===== src/hw/rtl/ffe_pkg.sv =====
package ffe_pkg;

    typedef enum logic [2:0] {
        PH_MATCH = 3'd0,
        PH_SKIP  = 3'd1,
        PH_VALUE = 3'd2,
        PH_DONE  = 3'd3
    } t_phase;

    typedef struct packed {
        logic [63:0] field_name;
        logic [3:0]  name_length;
        logic [7:0]  max_value_length;
    } t_cfg;

    typedef struct packed {
        logic [7:0] value_byte;
        logic       byte_valid;
        logic       found;
        logic       last;
    } t_result;

    localparam logic [1:0] CFG_FIELD_NAME       = 2'd0;
    localparam logic [1:0] CFG_NAME_LENGTH      = 2'd1;
    localparam logic [1:0] CFG_MAX_VALUE_LENGTH = 2'd2;

endpackage


===== src/hw/rtl/ffe_core.sv =====
module ffe_core
    import ffe_pkg::*;
#(
    parameter int NAME_MAX_CHARS = 8
) (
    input  logic             i_clk,
    input  logic             i_rst_n,
    input  logic             i_accept,
    input  logic [7:0]       i_byte,
    input  logic             i_eob,
    input  t_cfg             i_cfg,
    output t_result [1:0]    o_res,
    output logic [1:0]       o_res_n
);

    localparam logic [7:0] CH_PLUS  = 8'h2B;
    localparam logic [7:0] CH_PCT   = 8'h25;
    localparam logic [7:0] CH_AMP   = 8'h26;
    localparam logic [7:0] CH_EQ    = 8'h3D;
    localparam logic [7:0] CH_SPACE = 8'h20;
    localparam logic [7:0] CH_MINUS = 8'h2D;

    localparam logic [1:0] ESC_NONE = 2'd0;
    localparam logic [1:0] ESC_ONE  = 2'd1;
    localparam logic [1:0] ESC_TWO  = 2'd2;

    t_phase      r_phase, n_phase;
    logic [3:0]  r_match_count, n_match_count;
    logic [1:0]  r_escape, n_escape;
    logic [7:0]  r_held, n_held;
    logic [7:0]  r_emitted, n_emitted;

    logic        is_end, fin, va_en;
    logic [3:0]  nl;
    logic [7:0]  want;
    logic [1:0]  esc_a;
    logic [7:0]  held_a;
    logic        a_emit;
    logic [7:0]  a_byte;
    logic [1:0]  c_n, e_n;
    logic [7:0]  c0, c1;
    logic        ok0, ok1;
    t_phase      m_phase;
    logic [3:0]  m_match_count;

    function automatic logic [4:0] hex_val(input logic [7:0] c);
        logic [4:0] r;
        r = 5'h10;
        if (c >= 8'h30 && c <= 8'h39) r = {1'b0, 4'(c - 8'h30)};
        else if (c >= 8'h61 && c <= 8'h66) r = {1'b0, 4'(c - 8'h57)};
        else if (c >= 8'h41 && c <= 8'h46) r = {1'b0, 4'(c - 8'h37)};
        return r;
    endfunction

    function automatic logic [7:0] decode_pair(input logic [7:0] a, input logic [7:0] b);
        logic [4:0] ha;
        logic [4:0] hb;
        logic [7:0] r;
        ha = hex_val(a);
        hb = hex_val(b);
        if (a == CH_SPACE || (a >= 8'd9 && a <= 8'd13) || a == CH_PLUS) begin
            r = hb[4] ? 8'd0 : {4'd0, hb[3:0]};
        end else if (a == CH_MINUS) begin
            r = hb[4] ? 8'd0 : 8'(8'd0 - {4'd0, hb[3:0]});
        end else if (ha[4]) begin
            r = 8'd0;
        end else if (hb[4]) begin
            r = {4'd0, ha[3:0]};
        end else begin
            r = {ha[3:0], hb[3:0]};
        end
        return r;
    endfunction

    function automatic logic [7:0] plain(input logic [7:0] c);
        return (c == CH_PLUS) ? CH_SPACE : c;
    endfunction

    assign is_end = (i_byte == 8'd0) || i_eob;
    assign fin    = is_end || (i_byte == CH_AMP);
    assign va_en  = (i_byte != 8'd0) && (i_byte != CH_AMP);
    assign nl     = (i_cfg.name_length > 4'(NAME_MAX_CHARS)) ? 4'(NAME_MAX_CHARS)
                                                              : i_cfg.name_length;
    assign want   = i_cfg.field_name[{r_match_count[2:0], 3'b000} +: 8];

    // value decode: one byte step, then flush of a short escape at value end, then the length cap
    always_comb begin
        esc_a  = r_escape;
        held_a = r_held;
        a_emit = 1'b0;
        a_byte = 8'd0;
        if (va_en) begin
            if (r_escape == ESC_ONE) begin
                held_a = i_byte;
                esc_a  = ESC_TWO;
            end else if (r_escape == ESC_TWO) begin
                esc_a  = ESC_NONE;
                a_emit = 1'b1;
                a_byte = decode_pair(r_held, i_byte);
            end else if (i_byte == CH_PCT) begin
                esc_a = ESC_ONE;
            end else begin
                a_emit = 1'b1;
                a_byte = plain(i_byte);
            end
        end
        c_n = 2'd0;
        c0  = 8'd0;
        c1  = 8'd0;
        if (a_emit) begin
            c_n = 2'd1;
            c0  = a_byte;
        end else if (fin) begin
            if (esc_a == ESC_ONE) begin
                c_n = 2'd1;
                c0  = CH_PCT;
            end else if (esc_a == ESC_TWO) begin
                c_n = 2'd2;
                c0  = CH_PCT;
                c1  = plain(held_a);
            end
        end
        ok0 = {1'b0, r_emitted} < {1'b0, i_cfg.max_value_length};
        ok1 = ({1'b0, r_emitted} + 9'd1) < {1'b0, i_cfg.max_value_length};
        if (c_n == 2'd0) e_n = 2'd0;
        else if (c_n == 2'd1) e_n = ok0 ? 2'd1 : 2'd0;
        else if (ok1) e_n = 2'd2;
        else e_n = ok0 ? 2'd1 : 2'd0;
    end

    // name matching at field start
    always_comb begin
        m_phase       = r_phase;
        m_match_count = r_match_count;
        if (i_byte != 8'd0) begin
            if (r_phase == PH_SKIP) begin
                if (i_byte == CH_AMP) begin
                    m_phase       = PH_MATCH;
                    m_match_count = 4'd0;
                end
            end else if (r_match_count < nl) begin
                if (want == i_byte && i_byte != CH_AMP) begin
                    m_match_count = r_match_count + 4'd1;
                end else if (i_byte == CH_AMP) begin
                    m_match_count = 4'd0;
                end else begin
                    m_phase = PH_SKIP;
                end
            end else begin
                if (i_byte == CH_EQ) begin
                    m_phase = PH_VALUE;
                end else if (i_byte == CH_AMP) begin
                    m_match_count = 4'd0;
                end else begin
                    m_phase = PH_SKIP;
                end
            end
        end
    end

    // next state
    always_comb begin
        n_phase       = r_phase;
        n_match_count = r_match_count;
        n_escape      = r_escape;
        n_held        = r_held;
        n_emitted     = r_emitted;
        if (i_accept) begin
            unique case (r_phase)
                PH_VALUE: begin
                    n_escape  = fin ? ESC_NONE : esc_a;
                    n_held    = held_a;
                    n_emitted = r_emitted + {6'd0, e_n};
                    if (fin) n_phase = PH_DONE;
                end
                PH_MATCH, PH_SKIP: begin
                    n_phase       = m_phase;
                    n_match_count = m_match_count;
                    if (m_phase == PH_VALUE) begin
                        n_escape  = ESC_NONE;
                        n_emitted = 8'd0;
                    end
                end
                default: begin
                    n_phase = r_phase;
                end
            endcase
            if (is_end) begin
                n_phase       = PH_MATCH;
                n_match_count = 4'd0;
                n_escape      = ESC_NONE;
                n_held        = 8'd0;
                n_emitted     = 8'd0;
            end
        end
    end

    // results
    always_comb begin
        o_res_n = 2'd0;
        o_res   = '0;
        if (i_accept) begin
            unique case (r_phase)
                PH_VALUE: begin
                    o_res[0] = '{value_byte: c0, byte_valid: 1'b1, found: 1'b1, last: 1'b0};
                    o_res[1] = '{value_byte: c1, byte_valid: 1'b1, found: 1'b1, last: 1'b0};
                    o_res_n  = e_n;
                    if (fin) begin
                        if (e_n == 2'd0) begin
                            o_res[0] = '{value_byte: 8'd0, byte_valid: 1'b0, found: 1'b1,
                                         last: 1'b1};
                            o_res_n  = 2'd1;
                        end else if (e_n == 2'd1) begin
                            o_res[0].last = 1'b1;
                        end else begin
                            o_res[1].last = 1'b1;
                        end
                    end
                end
                PH_MATCH, PH_SKIP: begin
                    if (is_end) begin
                        o_res[0] = '{value_byte: 8'd0, byte_valid: 1'b0,
                                     found: (m_phase == PH_VALUE), last: 1'b1};
                        o_res_n  = 2'd1;
                    end
                end
                default: begin
                    o_res_n = 2'd0;
                end
            endcase
        end
    end

    always_ff @(posedge i_clk) begin
        if (!i_rst_n) begin
            r_phase       <= PH_MATCH;
            r_match_count <= 4'd0;
            r_escape      <= ESC_NONE;
            r_held        <= 8'd0;
            r_emitted     <= 8'd0;
        end else begin
            r_phase       <= n_phase;
            r_match_count <= n_match_count;
            r_escape      <= n_escape;
            r_held        <= n_held;
            r_emitted     <= n_emitted;
        end
    end

endmodule


===== src/hw/rtl/ffe_out_fifo.sv =====
module ffe_out_fifo
    import ffe_pkg::*;
(
    input  logic          i_clk,
    input  logic          i_rst_n,
    input  t_result [1:0] i_push,
    input  logic [1:0]    i_push_n,
    input  logic          i_pop,
    output logic          o_valid,
    output t_result       o_head,
    output logic          o_room
);

    localparam int DEPTH = 4;
    localparam int PTR_W = $clog2(DEPTH);

    t_result            r_mem [DEPTH];
    logic [PTR_W-1:0]   r_wr_ptr, n_wr_ptr;
    logic [PTR_W-1:0]   r_rd_ptr, n_rd_ptr;
    logic [PTR_W:0]     r_count, n_count;
    logic               pop_ok;
    logic [PTR_W-1:0]   wr_ptr1;

    assign o_valid = (r_count != '0);
    assign o_head  = r_mem[r_rd_ptr];
    assign o_room  = (r_count <= (PTR_W+1)'(DEPTH - 2));
    assign pop_ok  = i_pop && o_valid;
    assign wr_ptr1 = r_wr_ptr + PTR_W'(1);

    always_comb begin
        n_wr_ptr = r_wr_ptr + PTR_W'(i_push_n);
        n_rd_ptr = r_rd_ptr + PTR_W'(pop_ok);
        n_count  = r_count + (PTR_W+1)'(i_push_n) - (PTR_W+1)'(pop_ok);
    end

    always_ff @(posedge i_clk) begin
        if (i_push_n != 2'd0) r_mem[r_wr_ptr] <= i_push[0];
        if (i_push_n == 2'd2) r_mem[wr_ptr1] <= i_push[1];
    end

    always_ff @(posedge i_clk) begin
        if (!i_rst_n) begin
            r_wr_ptr <= '0;
            r_rd_ptr <= '0;
            r_count  <= '0;
        end else begin
            r_wr_ptr <= n_wr_ptr;
            r_rd_ptr <= n_rd_ptr;
            r_count  <= n_count;
        end
    end

endmodule


===== src/hw/rtl/form_field_extractor.sv =====
// each accepted body word is decoded combinationally into the registered output queue
// throughput: one body word per cycle while the output queue has room
// a body word that yields two result words pushes both into the output queue together
// the four-entry output queue takes a word while it has room for two results
// synchronous active-low reset returns to field start and restores register defaults
module form_field_extractor
    import ffe_pkg::*;
#(
    parameter int NAME_MAX_CHARS = 8
) (
    input  logic        i_clk,
    input  logic        i_rst_n,
    input  logic        i_s_tvalid,
    output logic        o_s_tready,
    input  logic [7:0]  i_s_tdata,   // body_byte
    input  logic        i_s_tlast,   // end_of_body
    output logic        o_m_tvalid,
    input  logic        i_m_tready,
    output logic [7:0]  o_m_tdata,   // value_byte
    output logic [1:0]  o_m_tuser,   // byte_valid, found
    output logic        o_m_tlast,   // last
    input  logic        i_cfg_valid,
    output logic        o_cfg_ready,
    input  logic [1:0]  i_cfg_index,
    input  logic [63:0] i_cfg_data
);

    t_cfg          r_cfg;
    logic          accept;
    t_result [1:0] res;
    logic [1:0]    res_n;
    t_result       head;
    logic          room;

    assign o_cfg_ready = 1'b1;
    assign o_s_tready  = room;
    assign accept      = i_s_tvalid && room;

    always_ff @(posedge i_clk) begin
        if (!i_rst_n) begin
            r_cfg.field_name       <= 64'd1684632435;
            r_cfg.name_length      <= 4'd4;
            r_cfg.max_value_length <= 8'd32;
        end else if (i_cfg_valid) begin
            unique case (i_cfg_index)
                CFG_FIELD_NAME:       r_cfg.field_name       <= i_cfg_data;
                CFG_NAME_LENGTH:      r_cfg.name_length      <= i_cfg_data[3:0];
                CFG_MAX_VALUE_LENGTH: r_cfg.max_value_length <= i_cfg_data[7:0];
                default:              r_cfg                  <= r_cfg;
            endcase
        end
    end

    ffe_core #(
        .NAME_MAX_CHARS(NAME_MAX_CHARS)
    ) u_core (
        .i_clk    (i_clk),
        .i_rst_n  (i_rst_n),
        .i_accept (accept),
        .i_byte   (i_s_tdata),
        .i_eob    (i_s_tlast),
        .i_cfg    (r_cfg),
        .o_res    (res),
        .o_res_n  (res_n)
    );

    ffe_out_fifo u_out_fifo (
        .i_clk    (i_clk),
        .i_rst_n  (i_rst_n),
        .i_push   (res),
        .i_push_n (res_n),
        .i_pop    (i_m_tready),
        .o_valid  (o_m_tvalid),
        .o_head   (head),
        .o_room   (room)
    );

    assign o_m_tdata = head.value_byte;
    assign o_m_tuser = {head.found, head.byte_valid};
    assign o_m_tlast = head.last;

endmodule


===== config.mk =====
export PLATFORM = sky130hd
export DESIGN_NAME = form_field_extractor
export DESIGN_NICKNAME = d
export VERILOG_FILES = /design/src/hw/rtl/ffe_pkg.sv /design/src/hw/rtl/ffe_core.sv /design/src/hw/rtl/ffe_out_fifo.sv /design/src/hw/rtl/form_field_extractor.sv
export SDC_FILE = /design/constraint.sdc
export NUM_CORES = 1
export LEC_CHECK = 0
export BUFFER_PORTS_ARGS = -buffer_cell sky130_fd_sc_hd__buf_2
export CORE_MARGIN = 5
export CORE_UTILIZATION = 40
export DETAILED_ROUTE_END_ITERATION = 7
export PLACE_DENSITY_LB_ADDON = 0.3
export SYNTH_ARGS = -nofsm -noshare
export SYNTH_HDL_FRONTEND = slang
export SYNTH_SLANG_ARGS = --single-unit

===== constraint.sdc =====
create_clock -name i_clk -period 7.2 [get_ports i_clk]
set_input_delay 1.8 -clock i_clk [delete_from_list [all_inputs] [get_ports i_clk]]
set_output_delay 1.8 -clock i_clk [all_outputs]
set_load 0.005 [all_outputs]

Word-level counts from Yosys, hierarchy flattened
Memory sizes are Yosys's and may differ from the RTL's. A register that Yosys moved wholly into a read port is not among the register bits.
Index checks and enable logic that the tools add are counted.
Cells by class
  add/subtract/negate cells: 15
  shift operators: 1
  divide/modulo/power cells: 0
  bitwise logic cells: 0
  reduce and logical (&&, ||, !) cells: 35
  mux-type cells: 98
  eq/ne operators: 25
  magnitude comparators: 19
  multiply operators: 0
Operator list (number)
  $mux 8: 24
  $eq 8x6->1 const B: 8
  $shiftx 64x7->8: 1
  $mux 5: 12
  $mux 4: 10
  $mux 2: 19
  $ge 8x7->1 const B: 4
  $le 8x7->1 const B: 4
  $mux 3: 9
  $mux 22: 1
  $pmux 11 s2: 1
  $ge 8x6->1 const B: 2
  $le 8x6->1 const B: 2
  $pmux 8 s2: 1
  $sub 4x3->4 const B: 4
  $mux 1: 14
  $mux 12: 1
  $logic_and 1x1->1: 11
  $mux 11: 1
  $eq 2x1->1 const B: 5
  $mux 10: 1
  $add 8x1->9 const B: 1
  $lt 9x8->1: 1
  $add 8x2->8: 1
  other kinds (35): 55
Word-level totals
  bits in latches: 0
  bits of input ports: 80
  memory bits (read-only): 0
  output and inout bits: 14
  memories kept: 1
  word-level logic and storage cells: 205
  RAM bits: 44
  register bits after elaboration: 108
Memories
  u_out_fifo.r_mem: words 4, width 11, rd ports 1, clocked after memory_dff 1, wr ports 2, line ffe_out_fifo.sv:17  | t_result r_mem [DEPTH];

Depth between registers and ports, before layout
Gate-level depths: netlist of the first run.
  depth after elaboration: 21
  mapped depth: 23
  depth with buffers taken out: 22

Hierarchy
A second synthesis of the first run with hierarchy kept.
Unflattened totals
  cell total of the unflattened synthesis: 973
  area, all modules: 9620.5 µm²
By module, submodules not included
  ffe_core: area an instance 3729.8 µm², times used 1, seq. area each 500.5 µm², cells an instance 489
  form_field_extractor: area an instance 3170.5 µm², times used 1, seq. area each 1521.5 µm², cells an instance 332
  ffe_out_fifo: area an instance 2720.1 µm², times used 1, seq. area each 1461.4 µm², cells an instance 152

Least setup slack after synthesis of the first run
Ideal clock, no wire load.
  path kind: in2reg
  start point: in i_s_tdata[0]
  end point: reg u_out_fifo.r_count[2]
  stages: 22
  required time: 7.072 ns
  slack: 1.646 ns
  buffers on the path: 2
  data arrival time: 5.426 ns
  setup time: 0.128 ns
  path through: clkbuf_1 > inv_1 > ha_1 > nor3b_1 > o21ai_2 > and2_1 > nor2_1 > a21oi_1 > ha_1 > nor2b_1 > o21ai_0 > a21oi_1 > and3_1 > buf_4 > or3_1 > a21oi_1 > ha_1 > inv_1 > fa_1 > xnor2_1 > xnor2_1 > nor2_1
On the way
  word-level cells in the longest chain between the ends: 20
  elaborated cells on any way between the ends: 34
  classes of those cells: add/sub: 2; eq/ne: 6; mux: 19; reduce/logical: 7
Ends and longest elaborated chain
  start: declaration: line form_field_extractor.sv:15  | input logic [7:0] i_s_tdata,
  $eq 8x6->1: line ffe_core.sv:100  | end else if (i_byte == CH_PCT) begin
  $mux 2: line ffe_core.sv:100
  $mux 2: line ffe_core.sv:96  | end else if (r_escape == ESC_TWO) begin
  $mux 2: line ffe_core.sv:93  | if (r_escape == ESC_ONE) begin
  $mux 2: line ffe_core.sv:92  | if (va_en) begin
  $eq 2x2->1: line ffe_core.sv:117  | end else if (esc_a == ESC_TWO) begin
  $mux 2: line ffe_core.sv:117
  $mux 2: line ffe_core.sv:114  | if (esc_a == ESC_ONE) begin
  [4 not listed]
  $mux 2: line ffe_core.sv:125  | if (c_n == 2'd0) e_n = 2'd0;
  $logic_not 2->1: line ffe_core.sv:209  | if (e_n == 2'd0) begin
  $mux 2: line ffe_core.sv:209
  $mux 2: line ffe_core.sv:208  | if (fin) begin
  $pmux 2 s2 (*): line ffe_core.sv:203  | unique case (r_phase)
  $mux 2 (*): line ffe_core.sv:202  | if (i_accept) begin
  $add 3x2->3 (*): line ffe_out_fifo.sv:33  | n_count = r_count + (PTR_W+1)'(i_push_n) - (PTR_W+1)'(pop_ok);
  $sub 3x1->3 (*): line ffe_out_fifo.sv:33
  end signal: assignment: line ffe_out_fifo.sv:49  | r_count <= n_count;
  end: declaration: line ffe_out_fifo.sv:20  | logic [PTR_W:0] r_count, n_count;
Every way passes the cells marked *; elsewhere a longest branch is shown, timed or not.
A chain may end at the register's enable or synchronous reset.

Worst setup path in the final report of the first run
Ends and elaborated chain as after synthesis.

==> results of run 1 <==
-- worst min-delay path, delay by kind of cell, from the launching register on --
family / cells / cell delay [ns]
and+or+nand+nor: 1 / 0.05
AOI/OAI and AO/OA: 1 / 0.05
DFF: 1 / 0.31
-- metal layers --
metal  up-vias  share of wire, %  global-route usage, %
li1       3692                 -                      -
met3        36               4.4                  2.990
met2       218                46                  29.62
met5         -                 0                      0
met4         0               2.9                  7.352
met1      3530                47                  25.49
-- logic make-up (layout without fill, tap and decap cells) --
family                   Yosys count  after routing  share of synthesized area (%)
other                              1              1                        0.04245
multiplexers                      70             70                          11.02
AND/OR/NAND/NOR                  388            388                          20.48
AO/OA/AOI/OAI                    228            228                          16.67
flip-flops                       152            152                          39.43
XOR/XNOR                          22             22                          2.181
buffers and inverters             97            167                          4.376
adder cells (fa/ha/maj)           40             40                          5.807
-- cell type report --
| class | instances | area, sq um |
|---|---|---|
| well taps | 280 | 350.3 |
| repair buffers | 100 | 520.5 |
| multi-input cells | 749 | 4970 |
| clock inverters | 13 | 110.1 |
| flip-flops and latches | 152 | 3483 |
| fillers | 2168 | 11750 |
| clock buffers | 18 | 439.2 |
| inverters | 36 | 135.1 |
-- state kept, by name (all words and copies together) (netlist names) --
name and count:
r_cfg 76, u_core.r_emitted 8, u_core.r_escape 2, u_core.r_held 8, u_core.r_match_count 4, u_core.r_phase 3, u_out_fifo.r_count 3, u_out_fifo.r_mem 44
u_out_fifo.r_rd_ptr 2, u_out_fifo.r_wr_ptr 2
-- cell usage in the layout (no fill, tap or decap), types with 8 or more instances in the layout --
master	instances
nor2_1	64
a22oi_1	17
edfxtp_1	44
a21oi_1	78
ha_1	37
nor2b_1	9
o31ai_1	10
nand3_1	44
buf_4	8
a31oi_1	10
inv_1	34
mux2i_1	41
xnor2_1	15
dfxtp_1	108
o21ai_0	40
nand2_1	187
a21o_1	21
and2_1	15
clkbuf_16	17
mux4_2	21
buf_2	92
and3_1	11
nor3_1	14
-- power by group through the flow --
stage	combinational, mW	sequential, mW	clock [mW]
global placement	0.301	0.977	0
floorplan	0.222	0.950	0
CTS	0.306	0.960	0.861
global route	0.338	0.966	0.900
finish	0.302	0.958	0.848
detailed placement	0.304	0.979	0
-- final timing paths --
path | startpoint | endpoint | slack [ns] | depth (start not counted)
worst max-delay path | i_s_tdata[0] | u_out_fifo.r_count[2] | 1.57 | 19
worst min register to register | r_cfg[74] | r_cfg[74] | 0.45 | 2
worst min-delay path | r_cfg[74] | r_cfg[74] | 0.45 | 2
worst max register to register | u_core.r_emitted[1] | u_out_fifo.r_count[2] | 3.24 | 16
-- metrics by stage --
| stage | setup WS, ns | std cells | utilization, % |
|---|---|---|---|
| floorplan | 1.646 | 998 | - |
| global placement | 1.314 | 1317 | 43.48 |
| detailed placement | 1.171 | 1317 | 43.48 |
| CTS | 1.578 | 1348 | 46.00 |
| global route | 1.210 | 1348 | 46.00 |
| finish | 1.572 | 1348 | 46.00 |
==> reports/qor.yml, run 1 <==
overflow: 0
post-route-drc-count: 0
yosys-top-cells-area: "dfxtp_1 (24%), edfxtp_1 (15%), nand2_1 (7.9%)"
avgSynthCellArea_sq_um: 8.852
drt-initial-drc-count: 492
cts_buffers: 17
ctsResizeCount: 0
fp.dieW_um: 158.6
synth_common_cells: "nand2_1 (187), dfxtp_1 (108), a21oi_1 (78)"
cts_root_buf: "clkbuf_16"
clock_latency_ns: 0.43
htree_levels: 4
setup_viol_count_final: 0
switchingPower_mw: 0.5880
synthFlopType: "dfxtp_1"
synth-seq-cells: 152
cts_hold_buf: 0
ir_drop_mv: 0.1579
fin_area_sq_um: 10010
dieArea_sq_um: 25160
cts_tree: "done"
antenna_found_initial: 0
start_util_pct: 40.61
num_antenna_cells: 0
max-cap-violations: 0
dpl_cell_area_sq_um: 9459
tns_ns: 0
finalCritPeriodShare_pct: 78.17
leakagePower_nw: 3.953
grt_pass1_wl_mm: 37.56
worstSetupStartpointType: "input port"
p_sw_share_pct: 27.89
path_cells: "buf_2 > inv_1 > ha_1 > nor3b_1 > o21ai_2 > and2_1 > a21oi_1 > ha_1 > nor2b_1 > o21ai_0 > a21oi_1 > and3_1 > and2_4 > inv_2 > ha_1 > fa_1 > xnor2_1 > xnor2_1 > nor2_1"
antenna_left: 0
fin_skew_ns: 0.01507
cpPeakStageDelay_ns: 0.47
power_frac_seq_pct: 45.4
port_buffers: 92
clock_sinks: 152
rsz0062_at_grt: "no"
synthCells: 998
dr_total_vias: 7476
core_sq_um: 21760
avgRoutedWirePerCell_um: 17.11
clkTransAtPathRegs_ns: 0.07
rows: 54
seq_area_frac_synth_pct: 39.43
hold_path_class: "register to register"
yosysMostFrequentCell: "nand2_1"
path_buf_inv: 3
final_nets: 1175
cp_slowest_cell: "nor3b_1"
synth_cell_types: 76
path_common_cell: "ha_1"
critPathKind: "input port to register"
hpwlAfterDp_mm: 16.84
drive_gt1_share_pct: 17.04
power_density_nw_per_um2: 210.6
die_h_um: 158.6
viasPerCell: 5.546
timing.fmax_mhz: 177.7
arrival_ns: 5.92
power.internal_mw: 1.520
yosys_warnings: 0
cpLargestDelayFamily: "simple AND/OR/NAND/NOR gates"
synth_nets: 1117
syn_area_sq_um: 8835
synth_edf_count: 44
dr.pass1.iters: 6
max_slew.worst_pin.slew_ns: 1.093
cp.required_ns: 7.50
track_usage_pct: 18.64
wirelength_mm: 23.07
totalPowerFinal_mw: 2.108
min_period_ns: 5.628
holdWs_ns: 0.4536
post_cts_buffers: 0
critPathCaptureType: "register"
status: "finished clean"
cp_max_fo: 10
yosysTopAreaCell: "dfxtp_1"
pwr-share-clk_pct: 40.2
combPwrFrac_pct: 14.3
hold_violations: 0
finalMaxSlewViolations: 0
first_global_vias: 7298
slew-limit-headroom_pct: 26.55
max-clock-path-buffers: 2
async_reset_ff_share_pct: 0
grt_max_degree: 65
place_congestion: 0.8899
synth_top_area_share_pct: 24.47
io-pin-count: 94
syn_to_final_growth_pct: 13.28
No activity file was read; power rests on OpenSTA's default activity.
==> inputs of run 2 (changes only) <==
==> constraint.sdc (replaced) <==
create_clock -name i_clk -period 4.84 [get_ports i_clk]
set_input_delay 1.21 -clock i_clk [delete_from_list [all_inputs] [get_ports i_clk]]
set_output_delay 1.21 -clock i_clk [all_outputs]
set_load 0.005 [all_outputs]
==> run 2 against run 1 <==
Via count increased by 1.4%; non-clock buffer count grew 27; clock skew decreased by 0.0010 ns; the flow now finishes with violations (DRC); utilization rose by 1.0 points; count of clock-buffer cells in the layout is 1 higher; cell area grew 2.3%; total power is 50% higher.
==> reports/qor.yml, run 2 (synthesis gave the netlist of run 1 again) <==
final_nets: 1202
fin_ws_ns: 0.3710
failed_checks: "DRC"
avgRoutedWirePerCell_um: 16.89
dr.pass1.iters: 8
final_common_cell: "nand2_1"
setup.worst_path.end: "u_core.r_emitted[6]"
core_sq_um: 21760
max_slew.worst_pin.slew_ns: 1.097
cts_buffers: 17
leakagePower_nw: 4.092
critPathLaunch: "i_s_tdata[0]"
dr_total_vias: 7577
fin_skew_ns: 0.01404
timing.fmax_mhz: 223.8
status: "finished, violations left"
wirelength_mm: 23.22
place_congestion: 0.9174
finalMaxSlewViolations: 0
r2r-start: "u_core.r_emitted[1]"
hpwlAfterDp_mm: 17.17
num_antenna_cells: 0
ff2ff_path_depth: 17
syn_to_final_growth_pct: 15.83
max-clock-path-buffers: 2
critPathKind: "input port to register"
placed_cells: 1344
final_cell_mix: "nand2_1 (187), dfxtp_1 (108), buf_2 (92), a21oi_1 (78), nor2_1 (64)"
finalCritPeriodShare_pct: 92.33
overflow: 0
htree_levels: 4
rsz0062_at_grt: "no"
die_h_um: 158.6
largest_reg_flops: 76
holdWs_ns: 0.4526
cts_root_buf: "clkbuf_16"
max-cap-violations: 0
drive_gt1_share_pct: 19.18
slew-limit-headroom_pct: 26.85
start_util_pct: 40.61
first_global_vias: 7168
hold_violations: 0
min_period_ns: 4.469
drt-initial-drc-count: 533
cts_tree: "done"
clock_latency_ns: 0.43
arrival_ns: 4.73
hold_path_class: "register to register"
place_ws_ns: -0.09940
rows: 54
viasPerCell: 5.511
setup_viol_count_final: 0
clock_sinks: 152
top_register: "r_cfg"
dieArea_sq_um: 25160
ir_drop_mv: 0.2201
track_usage_pct: 18.48
io-pin-count: 94
fp.dieW_um: 158.6
grt_pass1_wl_mm: 37.13
post-route-drc-count: 6
port_buffers: 92
antenna_found_initial: 1
power_density_nw_per_um2: 309.3
cp.required_ns: 5.10
antenna_left: 0
finish.utilization_pct: 47.04
cp_max_fo: 5
hold_start: "r_cfg[61]"
r2r_setup_slack_ns: 0.96
critPathCaptureType: "register"
final_cells: 1375
top_regs: "r_cfg x76, u_out_fifo.r_mem x44"
worstSetupStartpointType: "input port"
post_cts_buffers: 0
reg2reg_to: "u_out_fifo.r_count[2]"
grt_max_degree: 65
clkTransAtPathRegs_ns: 0.06
run 2: cell types whose count changed in the layout (fill, tap and decap cells not counted), sizes merged:
cell / previous run / this run
buf: 100 / 127
inv: 44 / 42
bufinv: 0 / 1
clkbuf: 18 / 19
run 2: where the power goes:
part / switching (mW) / internal (mW)
Clock: 0.548 / 0.726
Combinational: 0.242 / 0.223
Sequential: 0.0616 / 1.36
run 2: cell type report:
type | instances | area [sq um]
Timing Repair Buffer | 127 | 723.2
Inverter | 36 | 135.1
Clock buffer | 19 | 442.9
Multi-Input combinational cell | 749 | 4984
Fill cell | 2153 | 11520
Sequential cell | 152 | 3483
Clock inverter | 12 | 115.1
Tap cell | 280 | 350.3
run 2: what timing repair did:
item	CTS	global route
hold buffers	0	0
setup endpoints to repair	0	1
gates resized for setup	0	1
run 2: critical path: stages:
cell	delay, ns
buf_2	0.10
inv_1	0.07
ha_1	0.20
and3_1	0.18
o21ai_4	0.20
and2_1	0.21
nor2_1	0.05
a21oi_1	0.23
ha_1	0.24
nor2b_1	0.14
o21ai_0	0.08
a21oi_1	0.16
a211o_1	0.15
a21oi_1	0.07
ha_1	0.23
fa_1	0.43
and3_1	0.20
nand3_1	0.11
nor3_1	0.06
a21oi_1	0.16
and3_1	0.18
a211oi_1	0.05
run 2: metrics by stage:
stage,power [mW],cell area (sq um),TNS (ns)
after floorplan,1.744,8847,0
after global placement,1.917,9674,0
after detailed placement,1.927,9674,-0.1140
after CTS,3.197,10230,0
after global routing,3.298,10230,0
final,3.165,10230,0
run 2: how the worst min path moves through the flow:
stage / endpoint / slack [ns] / cells past startpoint
5_1_grt: r_cfg[75] / 0.48 / 2
4_1_cts: r_cfg[50] / 0.45 / 2
6_report: r_cfg[61] / 0.45 / 2
2_1_floorplan: r_cfg[45] / 0.43 / 2
3_3_place_gp: r_cfg[54] / 0.44 / 2
3_5_place_dp: r_cfg[50] / 0.45 / 2
run 2: layer usage:
layer  GRT usage, %  vias up  routed length, um
met1          24.32     3588              10530
met2          31.13      221              11100
li1               -     3740                  -
met5              0        -                 18
met4          5.524        2                414
met3          3.235       26               1155
